### src/sv/crr_pkg.sv
// Shared types and constants for the cyclic rotation representative block.
// No dependencies; used by crr_cell and cyclic_rotation_representative.
package crr_pkg;

  localparam int MAX_SITES = 32;
  localparam int STATE_W   = 32;
  // Largest usable ring: bounded by MAX_SITES and by the state width.
  localparam int RING_LIM  = (MAX_SITES < STATE_W) ? MAX_SITES : STATE_W;
  localparam int SITES_W   = 6;
  localparam int DIST_W    = 5;
  localparam int PADDR_W   = 2;

  localparam logic [PADDR_W-1:0] ADDR_RING_SITES = 2'd0;
  localparam logic [SITES_W-1:0] RING_SITES_RST  = 6'd16;

  // Partial result carried from cell to cell.
  typedef struct packed {
    logic [STATE_W-1:0] x;        // masked input state
    logic [STATE_W-1:0] cur;      // current rotation
    logic [STATE_W-1:0] rep;      // smallest rotation so far
    logic [DIST_W-1:0]  rot_dist; // rotation count of rep
    logic [SITES_W-1:0] period;   // orbit period (ring size until found)
    logic               found;    // period already found
  } stage_t;

endpackage

### src/sv/crr_cell.sv
// One cell of the rotation chain: within the ring size, applies one left
// rotation and updates the running minimum and period. Depends on crr_pkg.
module crr_cell (
  input  logic                          clk_i,
  input  logic                          rst_ni,
  input  logic [crr_pkg::SITES_W-1:0]   idx_i,   // rotation count of this cell
  input  logic [crr_pkg::SITES_W-1:0]   n_i,     // effective ring size
  input  logic [crr_pkg::STATE_W-1:0]   mask_i,
  input  logic                          valid_i,
  input  crr_pkg::stage_t               data_i,
  output logic                          ready_o,
  output logic                          valid_o,
  output crr_pkg::stage_t               data_o,
  input  logic                          ready_i
);

  logic                        valid_q;
  crr_pkg::stage_t             data_q, data_d;
  logic [crr_pkg::STATE_W-1:0] rot;

  assign ready_o = !valid_q || ready_i;

  always_comb begin
    rot = ((data_i.cur << 1) | (data_i.cur >> (n_i - 6'd1))) & mask_i;
    data_d = data_i;
    if (idx_i <= n_i) begin
      data_d.cur = rot;
      if ((idx_i < n_i) && (rot < data_i.rep)) begin
        data_d.rep      = rot;
        data_d.rot_dist = idx_i[crr_pkg::DIST_W-1:0];
      end
      if (!data_i.found && (rot == data_i.x)) begin
        data_d.period = idx_i;
        data_d.found  = 1'b1;
      end
    end
  end

  always_ff @(posedge clk_i or negedge rst_ni) begin
    if (!rst_ni) begin
      valid_q <= 1'b0;
    end else if (ready_o) begin
      valid_q <= valid_i;
    end
  end

  always_ff @(posedge clk_i) begin
    if (ready_o && valid_i) begin
      data_q <= data_d;
    end
  end

  assign valid_o = valid_q;
  assign data_o  = data_q;

endmodule

### config.mk
export PLATFORM = sky130hd
export DESIGN_NAME = crr_cell
export DESIGN_NICKNAME = d
export VERILOG_FILES = /design/src/sv/crr_pkg.sv /design/src/sv/crr_cell.sv
export SDC_FILE = /design/constraint.sdc
export NUM_CORES = 1
export LEC_CHECK = 0
export ABC_AREA = 1
export BUFFER_PORTS_ARGS = -buffer_cell sky130_fd_sc_hd__buf_2
export CORE_AREA = 8 8 130 132
export CTS_CLUSTER_DIAMETER = 40
export DETAILED_ROUTE_END_ITERATION = 12
export DIE_AREA = 0 0 138 140
export GPL_ROUTABILITY_DRIVEN = 0
export MAX_ROUTING_LAYER = met4
export PLACE_DENSITY = 0.85
export SLEW_MARGIN = 10
export SYNTH_ARGS = -nofsm -noshare
export SYNTH_HDL_FRONTEND = slang
export SYNTH_SLANG_ARGS = --single-unit
### constraint.sdc
create_clock -name clk_i -period 19.1 [get_ports clk_i]
set_input_delay 0.955 -clock clk_i [delete_from_list [all_inputs] [get_ports clk_i]]
set_output_delay 0.955 -clock clk_i [all_outputs]
set_load 0.01 [all_outputs]
# Yosys cells after proc, flatten, opt, wreduce, memory -nomap -nowiden
# Index checks and enable logic that the tools add are counted.
[totals] register_bits=109 input_bits=156 output_inout_bits=110 wordCells=24
[classes] add_sub_neg=1 order_cmp=3 eq_ne=1 shifts=1 mux=3 bitwise=2 n_reduce_logical=6
[op_table] op="76-bit two-way mux" n=1
[op_table] op="37-bit two-way mux" n=1
[op_table] op="32-bit AND" n=1
[op_table] op="32-bit equality test" n=1
[op_table] op="32-bit less-than comparator" n=1
[op_table] op="32-bit bitwise OR" n=1
[op_table] op="32-bit by 6-bit >> shifter with 32-bit output" n=1
[op_table] op="7-bit two-way mux" n=1
[op_table] op="6-bit <= comparator" n=1
[op_table] op="6-bit less-than comparator" n=1
[op_table] op="6-bit by 1-bit subtractor with 6-bit output (second input constant)" n=1
[op_table] op="1-bit logical AND" n=3
[op_table] op="1-bit logical NOT" n=2
[op_table] op="1-bit logical OR" n=1

# Longest topological paths before layout
[logic_depth] depth_word=8 depth_mapped=31 ltp_nobuf=26

# Worst setup path before layout
# No wires, ideal clock.
[synth_path] path_kind="input-to-reg" from="input port valid_i" to="register data_q, in the netlist data_o[0] (enable)" setup_ns=0.610 arrival_ns=6.205 required_time_ns=18.490 setup_slack_ns=12.285 path_stages=2 n_path_buf=0 path_cell_list="inv_1 > a21oi_1"
[synth_via] elab_chain_len=1
[synth_rtl] element="from (decl)" line="crr_cell.sv:9" rtl="input logic valid_i,"
[synth_rtl] element="1-bit logical AND" line="crr_cell.sv:48" rtl="if (ready_o && valid_i) begin"
[synth_rtl] element="to (signal assigned)" line="crr_cell.sv:49" rtl="data_q <= data_d;"
[synth_rtl] element="to (decl)" line="crr_cell.sv:18" rtl="crr_pkg::stage_t data_q, data_d;"
# Every way passes these cells.
# A chain may end at the register's enable or synchronous reset.

==> run_results.csv <==
group,metric,value,unit
global_route,grt_max_degree,89,
drt,viasPerCell,5.83,
timing,fmax,152,MHz
drt,wl_per_cell,19.0,um
global_route,track_usage,0.291,
timing,max_slew_margin,0.236,
cells_and_area,fillerInstances,1271,
placed_design,place_hpwl,22700,um
yosys,synth_fa_ha_area_frac,0.0584,
yosys,syn_nets,1275,
critical_path,critPathKind,"input port to flop",
pwr,p_leak,5.00,nW
yosys,synthTopCellsByArea,"edfxtp_1 (40%), nand2_1 (17%), nand3_1 (14%)",
clocking,clockBufferDepth,2,
yosys,synth-seq-cells,109,
cells_and_area,syn_to_final_growth,19.3,%
drt,vias,8834,
yosys,synth_cells,1081,
timing,layout_setup_ws,12.51,ns
critical_path,crit_family,"simple AND/OR/NAND/NOR gates",
clocking,cts_sinks,109,
cells_and_area,final_area,0.00971,mm^2
yosys,synth_ff_type,"edfxtp_1",
critical_path,r2r-end,"data_o[53]",
yosys,syn-cell-area,0.00814,mm^2
clocking,cts-root-buf,"clkbuf_16",
yosys,synth_compound_area_frac,0.0581,
clocking,postCtsHoldBufs,0,
critical_path,crit_chain,"buf_2 > inv_6 > ha_1 > inv_2 > nor2_1 > nand2_1 > o21ai_1 > nand2_1 > nor2_1 > nor2_1 > a21boi_2 > ha_1 > a21oi_1 > a21oi_1 > a2111oi_0 > nand2_1 > nand2_2 > nand2_4 > nand2_1 > nand2_1",
critical_path,required,19.20,ns
yosys,synthMuxAreaShare,0,
die,placementRows,45,
clocking,cts_tree,"done",
pwr,finalPower,697,uW
critical_path,crit_buf_inv,3,
die,die_w,138,um
clocking,clkTransAtPathRegs,0.07,ns
timing,finalSetupTns,0,ns
placed_design,io_buffers,265,
yosys,ys_types,39,
clocking,postCtsSetupBuffers,0,
timing,fin_skew,0.00679,ns
yosys,synth_top_area_share,0.399,
cells_and_area,final_common_cell,"nand2_1",
drt,ant_nets,0,
die,coreArea,0.0149,mm^2
die,start_util,0.547,
die,dieHeight,140,um
yosys,synth.avg_cell_area,7.53,um^2
global_route,grt_first_pass_wirelength,44100,um
critical_path,cpMostUsedCell,"nand2_1",
die,die_area,0.0193,mm^2
yosys,synth-xor-area-share,0.00984,
critical_path,path_max_fanout,44,
timing,period_needed,6.59,ns
yosys,async_reset_ff_frac,0.00917,
critical_path,r2r_slack,16.68,ns
critical_path,crit_slowest_cell,"ha_1",
critical_path,reg2regPathDepth,2,
yosys,yosys.area.top_type,"edfxtp_1",
die,io_pins,266,
run,cap_violations,0,
timing,finalCritPeriodShare,0.345,
outcome,outcome,"finished, final reports clean",
yosys,synth-simple-area-share,0.369,
cells_and_area,final_net_count,1509,
yosys,synth-seq-area-share,0.402,
clocking,post_cts_resized,0,
cells_and_area,drive_above_1_share,0.250,
timing,worstMarginPinSlew,1.15,ns
clocking,htreeDepth,3,
min_path,hp-class,"input port to async pin",
critical_path,critPathLaunchType,"input port",
timing,hold_ws,0.362,ns
pwr,ir_drop,0.0434,mV
timing,finalSetupViolCount,0,
drt,drt_iter0_drc,1215,
yosys,synth_top_family_by_area,"simple AND/OR/NAND/NOR gates",
drt,drc,0,
critical_path,arrival,6.68,ns
clocking,cts_made_buffers,9,
timing,slew_violations,0,
critical_path,cp-end-kind,"flop",
clocking,clk-insertion-delay-late,0.35,ns
drt,dr.pass1.iters,8,
timing,rsz0062_at_grt,"false",
global_route,overflow,0,
critical_path,crit_path_max_incr_delay,0.97,ns
critical_path,reg2reg_from,"valid_o",
placed_design,dp.cells,1492,
cells_and_area,fin_util,0.653,
cells_and_area,final_cell_mix,"nand2_1 (358), buf_2 (265), nand3_1 (221)",
cells_and_area,instances_no_fill,1514,
drt,routed_wl,28800,um
global_route,antenna_found_initial,5,
pwr,powerDensity,71.8,mW/mm^2
yosys,yosys_warnings,0,
placed_design,placed_area,0.00940,mm^2
placed_design,place_ws,12.34,ns
yosys,synth_edf_count,108,
timing,finalHoldViolCount,0,
global_route,grt_pass1_vias,8286,
[Yosys cell counts, types with 2 or more instances]
library cell,n
xnor2_1,3
nand4_1,5
a211oi_1,2
buf_8,2
ha_1,38
nor2_2,2
nor2_4,5
nand3b_1,13
o211ai_1,7
buf_2,12
buf_6,15
o21ai_0,42
xor2_1,3
inv_1,113
o21bai_1,2
a21oi_1,23
nor2_1,36
edfxtp_1,108
nand3_1,221
nand2_2,7
inv_2,15
clkbuf_1,10
nand3_2,8
o21ai_1,9
nand2_1,358
nor4_1,2
buf_4,6
nand2_4,3
[worst reg2reg max path, cell delays in order, from the launching register on]
cell,delay (ns)
dfrtp_1,0.43
a21oi_4,0.57
buf_4,0.97
[flip-flops by register name, indices dropped and copies added (netlist names)]
name,cells
data_o,108
valid_o,1
[cell families (layout without fill, tap and decap cells)]
logic type / after synthesis / count (layout)
compound gates: 87 / 87
xor+xnor: 7 / 7
fa+ha+maj: 38 / 38
buf+inv: 175 / 414
flops: 109 / 109
other cells: 0 / 6
simple gates: 665 / 665
[cell type report]
class,instances,area (um^2),share of cell area
Inverter,130,493,0.0508
Clock inverter,6,70.1,0.00722
Tap cell,188,235,0.0242
Multi-Input combinational cell,797,4050,0.417
Sequential cell,109,3270,0.337
Antenna cell,6,15.0,0.00155
Clock buffer,10,229,0.0236
Timing Repair Buffer,268,1350,0.139
[power by group]
group,internal (mW),switching [mW]
sequential,0.289,0.00557
combinational,0.0685,0.141
clock,0.103,0.0905
total,0.461,0.237
[worst max-delay path by stage]
stage | from | end | slack (ns) | cells after the start
final | n_i[0] | data_o[24] | 12.51 | 20
after global placement | n_i[0] | data_o[9] | 12.60 | 20
after detailed placement | n_i[0] | data_o[24] | 12.34 | 20
after CTS | n_i[0] | data_o[24] | 12.72 | 20
after floorplan | valid_i | data_o[0] | 12.28 | 2
after global routing | n_i[0] | data_o[36] | 12.10 | 23
[routing by layer]
layer | wire [um] | vias to the layer above | GRT usage
met5 | 0 | - | -
met4 | 1370 | 0 | 0.147
met3 | 3170 | 113 | 0.0507
met2 | 13800 | 668 | 0.472
met1 | 10500 | 3976 | 0.346
li1 | - | 4077 | -
No activity file was read; power rests on OpenSTA's default activity.
